**config.mk**
```make
export PLATFORM = sky130hd
export DESIGN_NAME = weekday_alarm_job_matcher
export DESIGN_NICKNAME = d
export VERILOG_FILES = /design/src/wajm_pkg.sv /design/src/wajm_fifo.sv /design/src/wajm_front.sv /design/src/wajm_back.sv /design/src/weekday_alarm_job_matcher.sv
export VERILOG_INCLUDE_DIRS = /design/src /design/src/src
export SDC_FILE = /design/constraint.sdc
export NUM_CORES = 1
export LEC_CHECK = 0
export ABC_AREA = 1
export BUFFER_PORTS_ARGS = -buffer_cell sky130_fd_sc_hd__buf_2
export CORE_MARGIN = 2
export CORE_UTILIZATION = 56
export DETAILED_ROUTE_END_ITERATION = 10
export PLACE_DENSITY = 0.77
export RECOVER_POWER = 25
export SLEW_MARGIN = 5
export SYNTH_ARGS = -nofsm -noshare
export SYNTH_HDL_FRONTEND = slang
export SYNTH_SLANG_ARGS = --single-unit
export TNS_END_PERCENT = 5
```
**constraint.sdc**
```tcl
create_clock -name clk_i -period 2.15 [get_ports clk_i]
set_input_delay 0.43 -clock clk_i [delete_from_list [all_inputs] [get_ports clk_i]]
set_output_delay 0.43 -clock clk_i [all_outputs]
set_load 0.01 [all_outputs]
```
**src/weekday_alarm_job_matcher_macros.svh**
```systemverilog
// ----------------------------------------------------------------------------
// Weekday alarm job matcher: assertion macros
// Shared concurrent assertion wrappers, clocked on clk_i.
// ----------------------------------------------------------------------------
`ifndef WEEKDAY_ALARM_JOB_MATCHER_MACROS_SVH
`define WEEKDAY_ALARM_JOB_MATCHER_MACROS_SVH

// checked only outside reset
`define WAJM_ASSERT(lbl, prop, msg) \
  lbl: assert property (@(posedge clk_i) disable iff (!rst_ni) prop) else $error(msg);

// checked on every edge, reset included
`define WAJM_ASSERT_ALWAYS(lbl, prop, msg) \
  lbl: assert property (@(posedge clk_i) prop) else $error(msg);

`endif

```
**src/wajm_pkg.sv**
```systemverilog
// ----------------------------------------------------------------------------
// Weekday alarm job matcher package
// Field widths, slot layout and shared types.
// ----------------------------------------------------------------------------
`default_nettype none

package wajm_pkg;

  localparam int JOB_SLOTS  = 8;
  localparam int MAX_SLOTS  = 8;
  localparam int IDX_W      = 3;
  localparam int SLOT_W     = 19;
  localparam int HOUR_W     = 5;
  localparam int MINUTE_W   = 6;
  localparam int WEEKDAY_W  = 3;
  localparam int DAYS       = 7;
  localparam int FIFO_DEPTH = 4;  // power of two

  localparam int SLOT_EN_BIT  = 18;
  localparam int SLOT_HOUR_LO = 13;
  localparam int SLOT_MIN_LO  = 7;

  typedef struct packed {
    logic full;
    logic empty;
  } q_status_t;

endpackage

`default_nettype wire

```
**src/wajm_fifo.sv**
```systemverilog
// ----------------------------------------------------------------------------
// Fire mask queue
// Small FIFO between the matcher front end and the index emitter.
// ----------------------------------------------------------------------------
`default_nettype none

`include "weekday_alarm_job_matcher_macros.svh"

module wajm_fifo #(
  parameter int Width = wajm_pkg::JOB_SLOTS
) (
  input  wire logic              clk_i,
  input  wire logic              rst_ni,
  input  wire logic              push_i,
  input  wire logic [Width-1:0]  push_data_i,
  input  wire logic              pop_i,
  output logic [Width-1:0]       pop_data_o,
  output wajm_pkg::q_status_t    status_o
);

  localparam int Depth = wajm_pkg::FIFO_DEPTH;
  localparam int PtrW  = (Depth > 1) ? $clog2(Depth) : 1;
  localparam int CntW  = $clog2(Depth + 1);

  logic [Width-1:0] mem_q [Depth];
  logic [PtrW-1:0]  wr_ptr_q, wr_ptr_d;
  logic [PtrW-1:0]  rd_ptr_q, rd_ptr_d;
  logic [CntW-1:0]  count_q, count_d;

  always_comb begin
    wr_ptr_d = push_i ? wr_ptr_q + PtrW'(1) : wr_ptr_q;
    rd_ptr_d = pop_i ? rd_ptr_q + PtrW'(1) : rd_ptr_q;
    count_d  = count_q + CntW'(push_i) - CntW'(pop_i);
  end

  always_ff @(posedge clk_i or negedge rst_ni) begin
    if (!rst_ni) begin
      wr_ptr_q <= '0;
      rd_ptr_q <= '0;
      count_q  <= '0;
    end else begin
      wr_ptr_q <= wr_ptr_d;
      rd_ptr_q <= rd_ptr_d;
      count_q  <= count_d;
    end
  end

  always_ff @(posedge clk_i) begin
    if (push_i) begin
      mem_q[wr_ptr_q] <= push_data_i;
    end
  end

  assign pop_data_o     = mem_q[rd_ptr_q];
  assign status_o.full  = (count_q == CntW'(Depth));
  assign status_o.empty = (count_q == '0);

  `WAJM_ASSERT(a_no_overflow, push_i |-> !status_o.full, "push into full queue")
  `WAJM_ASSERT(a_no_underflow, pop_i |-> !status_o.empty, "pop from empty queue")
  `WAJM_ASSERT_ALWAYS(a_count_bound, !rst_ni || (count_q <= CntW'(Depth)), "queue count out of range")

endmodule

`default_nettype wire

```
**src/wajm_front.sv**
```systemverilog
// ----------------------------------------------------------------------------
// Matcher front end
// Holds the job slots and done flags, matches each check, queues fire masks.
// ----------------------------------------------------------------------------
`default_nettype none

`include "weekday_alarm_job_matcher_macros.svh"

module wajm_front #(
  parameter int JobSlots = wajm_pkg::JOB_SLOTS
) (
  input  wire logic                           clk_i,
  input  wire logic                           rst_ni,
  input  wire logic                           cfg_we_i,
  input  wire logic [wajm_pkg::IDX_W-1:0]     cfg_index_i,
  input  wire logic [wajm_pkg::SLOT_W-1:0]    cfg_data_i,
  input  wire logic                           in_valid_i,
  output logic                                in_stall_o,
  input  wire logic                           time_valid_i,
  input  wire logic [wajm_pkg::HOUR_W-1:0]    hour_now_i,
  input  wire logic [wajm_pkg::MINUTE_W-1:0]  minute_now_i,
  input  wire logic [wajm_pkg::WEEKDAY_W-1:0] weekday_now_i,
  input  wire wajm_pkg::q_status_t            q_status_i,
  output logic                                push_o,
  output logic [JobSlots-1:0]                 push_data_o
);

  logic [wajm_pkg::SLOT_W-1:0] slot_q [JobSlots];
  logic [JobSlots-1:0]         done_q, done_d;
  logic [JobSlots-1:0]         done_eff;
  logic [JobSlots-1:0]         fire;
  logic                        accept;
  logic                        midnight;

  assign in_stall_o = q_status_i.full;
  assign accept     = in_valid_i && !in_stall_o;
  assign midnight   = (hour_now_i == '0) && (minute_now_i == '0);
  assign done_eff   = midnight ? '0 : done_q;

  always_comb begin
    logic [wajm_pkg::SLOT_W-1:0] s;
    logic [wajm_pkg::DAYS:0]     days;
    for (int i = 0; i < JobSlots; i++) begin
      s    = slot_q[i];
      days = {1'b0, s[wajm_pkg::DAYS-1:0]};
      fire[i] = s[wajm_pkg::SLOT_EN_BIT]
        && !done_eff[i]
        && (s[wajm_pkg::SLOT_EN_BIT-1:wajm_pkg::SLOT_HOUR_LO] == hour_now_i)
        && (s[wajm_pkg::SLOT_HOUR_LO-1:wajm_pkg::SLOT_MIN_LO] == minute_now_i)
        && days[weekday_now_i];
    end
  end

  assign push_o      = accept && time_valid_i && (fire != '0);
  assign push_data_o = fire;

  always_comb begin
    done_d = done_q;
    if (accept && time_valid_i) begin
      done_d = done_eff | fire;
    end
    for (int i = 0; i < JobSlots; i++) begin
      if (cfg_we_i && (cfg_index_i == wajm_pkg::IDX_W'(i))) begin
        done_d[i] = 1'b0;
      end
    end
  end

  always_ff @(posedge clk_i or negedge rst_ni) begin
    if (!rst_ni) begin
      done_q <= '0;
      for (int i = 0; i < JobSlots; i++) begin
        slot_q[i] <= '0;
      end
    end else begin
      done_q <= done_d;
      for (int i = 0; i < JobSlots; i++) begin
        if (cfg_we_i && (cfg_index_i == wajm_pkg::IDX_W'(i))) begin
          slot_q[i] <= cfg_data_i;
        end
      end
    end
  end

  `WAJM_ASSERT(a_push_nonzero, push_o |-> (push_data_o != '0), "empty fire mask queued")
  `WAJM_ASSERT(a_fire_sets_done, push_o |=> ((done_q & $past(push_data_o)) == $past(push_data_o)),
               "fired slot not marked done")

endmodule

`default_nettype wire

```
**src/wajm_back.sv**
```systemverilog
// ----------------------------------------------------------------------------
// Index emitter
// Drains each fire mask one slot index per transfer, lowest slot first.
// ----------------------------------------------------------------------------
`default_nettype none

`include "weekday_alarm_job_matcher_macros.svh"

module wajm_back #(
  parameter int JobSlots = wajm_pkg::JOB_SLOTS
) (
  input  wire logic                        clk_i,
  input  wire logic                        rst_ni,
  input  wire wajm_pkg::q_status_t         q_status_i,
  input  wire logic [JobSlots-1:0]         pop_data_i,
  output logic                             pop_o,
  output logic                             out_valid_o,
  input  wire logic                        out_stall_i,
  output logic [wajm_pkg::IDX_W-1:0]       job_index_o,
  output logic                             last_fired_o
);

  logic [JobSlots-1:0]          work_q, work_d;
  logic [JobSlots-1:0]          rest;
  logic                         out_valid_q, out_valid_d;
  logic [wajm_pkg::IDX_W-1:0]   idx_q, idx_d;
  logic                         last_q, last_d;
  logic [wajm_pkg::IDX_W-1:0]   low_idx;
  logic                         can_load;
  logic                         take;

  always_comb begin
    low_idx = '0;
    for (int i = JobSlots - 1; i >= 0; i--) begin
      if (work_q[i]) begin
        low_idx = wajm_pkg::IDX_W'(i);
      end
    end
  end

  assign rest     = work_q & (work_q - JobSlots'(1));
  assign can_load = !out_valid_q || !out_stall_i;
  assign take     = can_load && (work_q != '0);
  assign pop_o    = !q_status_i.empty && ((work_q == '0) || (take && (rest == '0)));

  always_comb begin
    work_d      = work_q;
    out_valid_d = out_valid_q;
    idx_d       = idx_q;
    last_d      = last_q;
    if (can_load) begin
      out_valid_d = take;
    end
    if (take) begin
      idx_d  = low_idx;
      last_d = (rest == '0);
      work_d = rest;
    end
    if (pop_o) begin
      work_d = pop_data_i;
    end
  end

  always_ff @(posedge clk_i or negedge rst_ni) begin
    if (!rst_ni) begin
      work_q      <= '0;
      out_valid_q <= 1'b0;
    end else begin
      work_q      <= work_d;
      out_valid_q <= out_valid_d;
    end
  end

  always_ff @(posedge clk_i) begin
    idx_q  <= idx_d;
    last_q <= last_d;
  end

  assign out_valid_o  = out_valid_q;
  assign job_index_o  = idx_q;
  assign last_fired_o = last_q;

  `WAJM_ASSERT(a_more_pending, (out_valid_q && !last_q) |-> (work_q != '0),
               "non-final index with nothing left to send")

endmodule

`default_nettype wire

```
**src/weekday_alarm_job_matcher.sv**
```systemverilog
// ----------------------------------------------------------------------------
// Weekday alarm job matcher
// Matches schedule checks against job slots and emits fired slot indices.
//
//   channel  direction  handshake                 payload
//   check    in         in_valid_i / in_stall_o   time_valid, hour, minute, weekday
//   fired    out        out_valid_o / out_stall_i job_index, last_fired
//   config   in         cfg_valid_i / cfg_ready_o cfg_index_i, cfg_data_i
//
// A check is matched against all slots in the cycle it is accepted; one check
// per cycle while the fire mask queue has room.
// Indices leave at one per cycle while out_stall_i is low, so a check firing n
// jobs yields n indices (up to JobSlots); a check firing none queues no mask.
// Indices pass through the queue, the work register and the output register.
// Reset clears slots and done flags; out_stall_i backs up into the queue,
// and in_stall_o rises only when the queue is full.
// ----------------------------------------------------------------------------
`default_nettype none

module weekday_alarm_job_matcher #(
  parameter int JobSlots = wajm_pkg::JOB_SLOTS
) (
  input  wire logic                           clk_i,
  input  wire logic                           rst_ni,
  input  wire logic                           cfg_valid_i,
  output logic                                cfg_ready_o,
  input  wire logic [wajm_pkg::IDX_W-1:0]     cfg_index_i,
  input  wire logic [wajm_pkg::SLOT_W-1:0]    cfg_data_i,
  input  wire logic                           in_valid_i,
  output logic                                in_stall_o,
  input  wire logic                           time_valid_i,
  input  wire logic [wajm_pkg::HOUR_W-1:0]    hour_now_i,
  input  wire logic [wajm_pkg::MINUTE_W-1:0]  minute_now_i,
  input  wire logic [wajm_pkg::WEEKDAY_W-1:0] weekday_now_i,
  output logic                                out_valid_o,
  input  wire logic                           out_stall_i,
  output logic [wajm_pkg::IDX_W-1:0]          job_index_o,
  output logic                                last_fired_o
);

  wajm_pkg::q_status_t  q_status;
  logic                 push;
  logic [JobSlots-1:0]  push_data;
  logic                 pop;
  logic [JobSlots-1:0]  pop_data;

  assign cfg_ready_o = 1'b1;

  wajm_front #(
    .JobSlots(JobSlots)
  ) u_front (
    .clk_i        (clk_i),
    .rst_ni       (rst_ni),
    .cfg_we_i     (cfg_valid_i && cfg_ready_o),
    .cfg_index_i  (cfg_index_i),
    .cfg_data_i   (cfg_data_i),
    .in_valid_i   (in_valid_i),
    .in_stall_o   (in_stall_o),
    .time_valid_i (time_valid_i),
    .hour_now_i   (hour_now_i),
    .minute_now_i (minute_now_i),
    .weekday_now_i(weekday_now_i),
    .q_status_i   (q_status),
    .push_o       (push),
    .push_data_o  (push_data)
  );

  wajm_fifo #(
    .Width(JobSlots)
  ) u_fifo (
    .clk_i      (clk_i),
    .rst_ni     (rst_ni),
    .push_i     (push),
    .push_data_i(push_data),
    .pop_i      (pop),
    .pop_data_o (pop_data),
    .status_o   (q_status)
  );

  wajm_back #(
    .JobSlots(JobSlots)
  ) u_back (
    .clk_i       (clk_i),
    .rst_ni      (rst_ni),
    .q_status_i  (q_status),
    .pop_data_i  (pop_data),
    .pop_o       (pop),
    .out_valid_o (out_valid_o),
    .out_stall_i (out_stall_i),
    .job_index_o (job_index_o),
    .last_fired_o(last_fired_o)
  );

endmodule

`default_nettype wire
```
======== Word level (Yosys, flattened, before mapping) ========
Memories as Yosys holds them, arrays and structs flattened.
Index checks and enable logic that the tools add are counted.
storage, ports and cells
  register bits ........................... 180
  latch bits .............................. 0
  memory bits (writable) .................. 32
  memory bits (read-only) ................. 0
  word-level logic and storage cells ...... 175
  memories kept ........................... 1
memories
  name          depth  width  rd ports  clocked after Yosys merged registers in  write ports  line             text
  u_fifo.mem_q  4      8      1         0                                        1            wajm_fifo.sv:25  logic [Width-1:0] mem_q [Depth];
cells by class
  add/sub/neg operators ................... 5
  multiply operators ...................... 0
  div/mod/pow operators ................... 0
  magnitude comparators ................... 1
  equality and inequality tests ........... 24
  shift operators ......................... 0
  muxes and demuxes ....................... 37
  bitwise operators ....................... 2
  reductions and logical operators ........ 80
operators with widths
  operator                                             number
  == test 6 bit                                        8
  logical AND 1 bit                                    47
  == test 5 bit                                        8
  two-way mux 8 bit                                    4
  binary-select mux 1 bit (select 3 bit)               8
  two-way mux 1 bit                                    19
  nonzero test 2 bit                                   9
  logical NOT 8 bit                                    2
  nonzero test 8 bit                                   2
  == test 3 bit (second input constant)                5
  logical NOT 1 bit                                    12
  two-way mux 3 bit                                    4
  bitwise AND 8 bit                                    1
  OR 8 bit                                             1
  subtractor 8 x 1 -> 8 bit (second input constant)    1
  == test 3 x 2 -> 1 bit (second input constant)       2
  logical NOT 3 bit                                    2
  logical NOT 6 bit                                    1
  logical NOT 5 bit                                    1
  adder 2 x 1 -> 2 bit (second input constant)         2
  < comparator 3 x 4 -> 1 bit (second input constant)  1
  two-way mux 2 bit                                    2
  OR reduction 4 bit                                   1
  adder 3 x 1 -> 3 bit                                 1
  other kinds (4)                                      5

======== Logic depth before layout (Yosys ltp) ========
Gate-level depths: netlist (run 1).
  word-level depth ........................ 12
  mapped depth ............................ 20
  depth with buffers taken out ............ 19

======== Cells and area by module ========
From an unflattened synthesis (run 1), not the netlist that was laid out.
second synthesis, totals
  cell total of the unflattened synthesis .. 1338
  area total of the unflattened synthesis .. 10720.3 µm²
modules (own cells, without submodules)
  module                     times used  cells an instance  area each (µm²)  seq. area each (µm²)
  wajm_front                 1           1071               8100.3           4003.8
  wajm_fifo                  1           171                1798.0           1136.1
  wajm_back                  1           94                 810.8            345.3
  weekday_alarm_job_matcher  1           2                  11.3             0.0

======== Worst setup path before layout (run 1) ========
No wires, ideal clock.
  kind .................................... input to register
  start point ............................. input hour_now_i[2] in the netlist's numbering
  end point ............................... register u_fifo.count_q[2]
  data arrival time ....................... 2502 ps
  data required time ...................... 2027 ps
  setup slack ............................. -474 ps
  stages on the path ...................... 17
  buffers on the path ..................... 1
  cell sequence ........................... buf_2 -> nor2_1 -> nand3_1 -> nor2_4 -> nor2_1 -> nor2_1 -> nand3_1 -> nand2_1 -> nor2_1 -> nand2_2 -> nand2_4 -> ha_1 -> inv_1 -> ha_1 -> inv_1 -> fa_1 -> xnor2_1
between the ends
  word-level cells in the longest chain between the ends .. 12
ends and longest elaborated chain
  element                        line                             text
  from (decl)                    weekday_alarm_job_matcher.sv:32  input wire logic [wajm_pkg::HOUR_W-1:0] hour_now_i,
  logical NOT 5 bit              wajm_front.sv:37                 assign midnight = (hour_now_i == '0) && (minute_now_i == '0);
  logical AND 1 bit              wajm_front.sv:37
  two-way mux 8 bit              wajm_front.sv:38                 assign done_eff = midnight ? '0 : done_q;
  logical NOT 1 bit              wajm_front.sv:47                 && !done_eff[i]
  logical AND 1 bit              wajm_front.sv:47
  logical AND 1 bit              wajm_front.sv:48                 && (s[wajm_pkg::SLOT_EN_BIT-1:wajm_pkg::SLOT_HOUR_LO] == hour_now_i)
  logical AND 1 bit              wajm_front.sv:49                 && (s[wajm_pkg::SLOT_HOUR_LO-1:wajm_pkg::SLOT_MIN_LO] == minute_now_i)
  logical AND 1 bit              wajm_front.sv:50                 && days[weekday_now_i];
  nonzero test 8 bit (*)         wajm_front.sv:54                 assign push_o = accept && time_valid_i && (fire != '0);
  logical AND 1 bit (*)          wajm_front.sv:54
  adder 3 x 1 -> 3 bit (*)       wajm_fifo.sv:33                  count_d = count_q + CntW'(push_i) - CntW'(pop_i);
  subtractor 3 x 1 -> 3 bit (*)  wajm_fifo.sv:33
  via u_fifo.count_d[2]          wajm_fifo.sv:28                  logic [CntW-1:0] count_q, count_d;
  to (signal assigned)           wajm_fifo.sv:44                  count_q <= count_d;
  to (decl)                      wajm_fifo.sv:28
The timed path passes the listed nets; every way through them passes the cells marked *.
A chain may end at the register's enable or synchronous reset.

======== Worst setup path after layout (run 1) ========
  start point ............................. register u_front.slot_q[13] in the netlist's numbering
  end point ............................... register u_fifo.count_q[1]
between the ends
  word-level cells in the longest chain between the ends .. 8
ends and longest elaborated chain
  element                            line              text
  from (decl)                        wajm_front.sv:28  logic [wajm_pkg::SLOT_W-1:0] slot_q [JobSlots];
  from (signal, indexed assignment)  wajm_front.sv:79  slot_q[i] <= cfg_data_i;
  == test 5 bit                      wajm_front.sv:48
  logical AND 1 bit                  wajm_front.sv:48
  logical AND 1 bit                  wajm_front.sv:49
  logical AND 1 bit                  wajm_front.sv:50
  nonzero test 8 bit                 wajm_front.sv:54
  logical AND 1 bit                  wajm_front.sv:54
  adder 3 x 1 -> 3 bit               wajm_fifo.sv:33
  subtractor 3 x 1 -> 3 bit          wajm_fifo.sv:33
  via u_fifo.count_d[1]              wajm_fifo.sv:28
The timed path passes the listed nets, and every way through them passes these cells.

==> metrics.txt, run 1 <==
outcome complete, but fails checks; failing checks setup timing; drt drc 0; most common cell after layout, fill and taps aside nand2_1; Sink Count 212; YS warnings 0; register area share after synthesis a little over half; initial drt markers 883; share of cells above drive strength 1 15.2%; Clock transition at path regs 60 ps; largest net degree at the start of global routing 56; cell area after synthesis about 10,000 um^2; first-pass GRT wire length around 43 mm; GR Overflow Total 0; crit path kind reg -> reg; vias per cell 5.43; IR drop worst, VDD 0.000642 V; Fin. Hold Viols 0; CTS max path bufs 3; Synth cell types 32; TritonCTS buffer count 22; min-delay worst type in -> reg; HPWL Detailed around 19 mm; vias in the first global route 8,574; RSZ-0062 raised after global routing true; GP Congestion between 0.9 and 1; CTS root buf clkbuf_16; pre-CTS WS -711 ps; initial antenna violation count 0; Die Span X between 100 and 150 um; Initial Util 56.9%; WP data required 2550 ps; dominant cell type by area after synthesis dfrtp_1; Core Region about 18,000 um^2; most frequent cells in the layout nand2_1, o21ai_0, dfrtp_1; Post-Syn Nets roughly 1,300; WL per Instance roughly 16 um; CTS tree yes; Synth area leaders dfrtp_1, nand2_1, o21ai_0; Tmin final 2490 ps; latest clock arrival within the worst-skew pair between 500 and 600 ps; row count 49; Relative slew margins 13.1%; ys flop type dfrtp_1; Post-synth ARST share between 80% and 90%; Core Util, Final roughly two thirds; period utilization 116%; slew of the pin with the lowest slew margin 1300 ps; die area 19,300 um^2; antenna diode count 0; P&R area growth vs syn 19.3%; Pwr per Cell Area 885 nW/um^2; Startpoint Class flip-flop; num ports 49; die height between 100 and 150 um; Synth Area per Inst 8.00 um^2; H-tree levels 1; GRT Util Overall 27.7%; storage element area around 5500 um^2; synthesized netlist cell count 1,272; Final nets 1,446; CP arrival between 2000 and 3000 ps; top cell type's share of synthesized area between 40 and 50%; ANT nets after route 0; via count 8,911; PortBufs 47; EDFF count, synth 36; clk_skew between 20 and 25 ps; WL final 26.6 mm; hold slack final 140 ps; multi-input logic area 4010 um^2; LEAKAGE 6.04 nW; FILL cells between 1,000 and 1,500; max_cap viols 0; crit end category flip-flop; Setup Viol. Count Final 6; critical path fanouts, max 3; FMAX 0.401 GHz; final critical-path setup slack -345 ps; drt pass-1 iters 6; Slew Viols, Final 0; post-synthesis register bit count 212
through the flow:
stage	instance area, um^2	setup TNS, ps	total power [W]	std cells
2_1_floorplan	10300	-2610	0.00617	1272
3_3_place_gp	11400	-11680	0.00685	1599
3_5_place_dp	11400	-13190	0.00692	1599
4_1_cts	12100	-588	0.0107	1640
5_1_grt	12100	-4570	0.0112	1641
6_report	12100	-628	0.0107	1641
worst paths after layout:
check / cells after the start / startpoint / slack, ps / to
worst max-delay path: 15 / u_front.slot_q[13]$_DFFE_PN0P_ / -340 / u_fifo.count_q[1]$_DFF_PN0_
worst min-delay path: 3 / cfg_data_i[10] / 140 / u_front.slot_q[10]$_DFFE_PN0P_
worst max register to register: 15 / u_front.slot_q[13]$_DFFE_PN0P_ / -340 / u_fifo.count_q[1]$_DFF_PN0_
worst min register to register: 2 / u_front.slot_q[57]$_DFFE_PN0P_ / 480 / u_front.slot_q[57]$_DFFE_PN0P_
max in group asynchronous: 3 / rst_ni / 490 / u_front.slot_q[99]$_DFFE_PN0P_
min in group asynchronous: 2 / rst_ni / 730 / u_front.slot_q[14]$_DFFE_PN0P_
area by class of cell:
type | instances | share of cell area [%]
flip-flops and latches | 212 | 45.2
multi-input cells | 868 | 33.0
repair buffers | 157 | 9.30
clock buffers | 33 | 5.46
inverters | 136 | 4.21
well taps | 229 | 2.36
clock inverters | 6 | 0.474
critical path, cell delays in order, from the launching register on:
cell     delay (ps)
dfrtp_1         390
xor2_1          150
nor2_1          170
nand2_1         130
nor2_2          150
nand3_1         120
nand2_1          70
nor2_1           50
nand2_2         110
nand2_4          70
ha_4            220
inv_2            60
ha_4            110
inv_2            30
fa_2            520
inv_1            40
per-layer routing:
layer | vias up | wire length (um) | track usage (%)
li1 | 4256 | - | -
met1 | 4169 | 11500 | 39.6
met2 | 419 | 11900 | 43.1
met3 | 67 | 2350 | 4.77
met4 | 0 | 854 | 10.2
met5 | - | 0 | 0
power by group:
| part | total [W] | internal [W] | switching, W |
|---|---|---|---|
| registers | 0.00510 | 0.00467 | 0.000426 |
| clock network | 0.00382 | 0.00224 | 0.00158 |
| logic | 0.00183 | 0.000779 | 0.00105 |
| total | 0.0107 | 0.00769 | 0.00305 |
logic make-up after synthesis:
group	synth area share, %
adders and majority gates	0.934
DFF	53.9
AOI/OAI and AO/OA	13.3
xor gates and xnor gates	2.92
other	0.0368
and+or+nand+nor	21.5
buffers and inverters	7.42
synthesized netlist by cell type, types with 3 or more instances:
cell,instances
nor2_1,161
buf_4,4
xor2_1,23
a22oi_1,5
inv_2,4
xnor2_1,11
ha_1,6
o21ai_1,3
clkbuf_1,35
nor3_1,7
a21boi_0,8
nand3_1,27
a21oi_1,12
buf_2,16
edfxtp_1,36
o22ai_1,8
nand2_1,367
o21ai_0,220
dfrtp_1,176
inv_1,130
timing repair:
item                       in CTS  in global routing
gates resized for setup         5                 16
hold buffers                    1                  0
setup buffers                   1                  1
pin swaps                       1                  3
hold endpoints to repair       44                  0
setup endpoints to repair      34                 35
gates cloned                    0                  0
sequential cells by signal, summed over array words and instances, names as in the netlist:
signal               cells
u_back.last_fired_o      1
u_front.done_q           8
u_back.job_index_o       3
u_back.work_q            8
u_front.slot_q         152
u_fifo.wr_ptr_q          2
u_fifo.count_q           3
u_fifo.rd_ptr_q          2
u_back.out_valid_o       1
u_fifo.mem_q            32
No activity file was read; power rests on OpenSTA's default activity.
==> inputs of run 2 (changes only) <==
CORE_ASPECT_RATIO = 1.5   (was not set)
CORE_UTILIZATION = 55   (was 56)
PLACE_DENSITY = 0.75   (was 0.77)
SKIP_LAST_GASP = 1   (was not set)
==> metrics.txt, run 2 (synthesized netlist as in run 1, its figures left out) <==
CP peak stage delay 510 ps; die height 171 um; final instance area 12,200 um^2; most frequent cells in the layout nand2_1, o21ai_0, dfrtp_1; WL final 28.3 mm; P_sw 0.00310 W; latest clock arrival within the worst-skew pair 500 ps; GP Congestion slightly below 1; PortBufs 47; num ports a little under 50; LEAKAGE around 6.0 nW; max reg flops 152; Hold Crit Depth 3; placed instance count 1,589; share of cells above drive strength 1 roughly 17%; Die Span X 115 um; Top delay family on crit path adder cells; CTS root buf clkbuf_16; via count a little under 9,000; Fin. Hold Viols 0; initial antenna violation count 0; Setup Viol. Count Final 34; non-filler cells, final roughly 1,600; FILL cells between 1,000 and 1,500; total stage count of the critical path 16; largest net degree at the start of global routing 54; WP data required 2550 ps; FMAX between 0.3 and 0.4 GHz; crit path kind reg -> reg; Clock transition at path regs 70 ps; TritonCTS buffer count 20; vias in the first global route between 8,000 and 9,000; outcome complete, but fails checks; GR Overflow Total 0; max_cap viols 0; row count 60; min-delay worst type in -> reg; drt pass-1 iters 6; Final Power 0.0107 W; P&R area growth vs syn 19.6%; Core Region 18,000 um^2; Tmin final approximately 2500 ps; Initial Util 56.5%; ANT nets after route 0; combinational share of power 18.2%; Slew Viols, Final 0; WL per Instance between 15 and 20 um; Worst R2R Path Depth 16; Core Util, Final 67.6%; clk_skew 13.1 ps; register share of total power between 40% and 50%; CTS max path bufs 3; die area a little under 20,000 um^2; failing checks setup timing; slew of the pin with the lowest slew margin ~1500 ps; period utilization 117%; number of buffers and inverters on the critical path 5; placed cell area 11,400 um^2; Largest regs u_front.slot_q x152, u_fifo.mem_q x32; RSZ-0062 raised after global routing true; CP cell instances xnor2_1 > buf_4 > nand3_2 > nor2_1 > buf_4 > nand3_4 > nand2_1 > nor2_1 > nand2_2 > nand2_4 > ha_4 > inv_2 > ha_4 > inv_2 > fa_2 > inv_1; CP arrival a little under 3000 ps; first-pass GRT wire length 45.1 mm; vias per cell 5.49; CTS tree yes; IR drop worst, VDD 0.000726 V; clock share of power 34.1%; Relative slew margins a little over 2%; final critical-path setup slack -360 ps; H-tree levels 1; critical path fanouts, max 2; Most flops, register u_front.slot_q; GRT Util Overall 29.8%; initial drt markers roughly 650; FF-to-FF setup slack -360 ps; P_int about 0.0076 W; most common cell after layout, fill and taps aside nand2_1; Startpoint Class flip-flop; crit end category flip-flop; drt drc 0; switching share of power 28.9%; Slowest-stage cell, CP fa_2; HPWL Detailed 20.1 mm; antenna diode count 0; Sink Count between 200 and 250; Final nets roughly 1,400; Pwr per Cell Area between 800 and 900 nW/um^2
run 2: changes by cell type in the layout (fill, tap and decap cells not counted), moves of 3 or more:
| cell | delta |
|---|---|
| nand3_1 | -3 |
| inv_1 | -3 |
| xnor2_2 | +3 |
| nand2_2 | +3 |
| clkbuf_1 | -6 |
| clkinv_2 | +3 |
| xnor2_1 | -3 |
| nand2_1 | -3 |
| buf_4 | +7 |
run 2: worst paths after layout:
check	start	to
worst max register to register	u_front.slot_q[106]$_DFFE_PN0P_	u_fifo.count_q[1]$_DFF_PN0_
worst max-delay path	u_front.slot_q[106]$_DFFE_PN0P_	u_fifo.count_q[1]$_DFF_PN0_
worst min-delay path	cfg_data_i[17]	u_front.slot_q[17]$_DFFE_PN0P_
max in group asynchronous	rst_ni	u_fifo.rd_ptr_q[1]$_DFFE_PN0N_
worst min register to register	u_front.slot_q[20]$_DFFE_PN0P_	u_front.slot_q[20]$_DFFE_PN0P_
min in group asynchronous	rst_ni	u_front.slot_q[40]$_DFFE_PN0P_
run 2: worst register-to-register path, delay by kind of cell, from the launching register on:
family | cells | cell delay [ps]
adders and majority gates | 3 | 840
and+or+nand+nor | 7 | 560
DFF | 1 | 400
buffers and inverters | 5 | 430
xor gates and xnor gates | 1 | 170
run 2: per-stage QoR:
stage          hold slack (ps)  worst slack [ps]  TNS (ps)
6_report                   152              -360     -1450
5_1_grt                    171              -433     -4150
4_1_cts                    144              -370     -2200
3_5_place_dp               428              -765    -15830
3_3_place_gp               432              -732    -14180
2_1_floorplan              134              -365     -2610
run 2: power by group through the flow:
| stage | clock (W) | combinational (W) | sequential [W] |
|---|---|---|---|
| 4_1_cts | 0.00367 | 0.00190 | 0.00508 |
| 3_5_place_dp | 0 | 0.00187 | 0.00514 |
| 6_report | 0.00365 | 0.00194 | 0.00511 |
| 5_1_grt | 0.00382 | 0.00220 | 0.00516 |
| 3_3_place_gp | 0 | 0.00181 | 0.00512 |
| 2_1_floorplan | 0 | 0.00114 | 0.00503 |
run 2: metal layers:
layer	vias up	track usage (%)	wire, um
met5	-	0	0
met4	0	20.2	2310
met3	133	3.08	1370
met2	356	55.6	15000
met1	4185	30.8	9590
li1	4266	-	-
run 2: final cells by class:
cell class                 instances  area [um^2]  share of cell area [%]
inverter                         136          515                    4.23
clock inverter                     9         72.6                   0.596
tap                              217          272                    2.23
timing repair buffer             159         1130                    9.30
sequential                       212         5490                    45.1
clock buffer                      27          609                    5.00
timing repair inverter             1         7.51                  0.0617
multi-input combinational        868         4080                    33.5
run 2: what timing repair did:
| action | 4_1_cts | 5_1_grt |
|---|---|---|
| gates resized for setup | 8 | 31 |
| gates cloned | 0 | 1 |
| endpoints found under the hold margin | 48 | 0 |
| pin swaps | 5 | 15 |
| endpoints found under the setup margin | 34 | 36 |
| setup buffers | 1 | 1 |
| hold buffers | 1 | 0 |
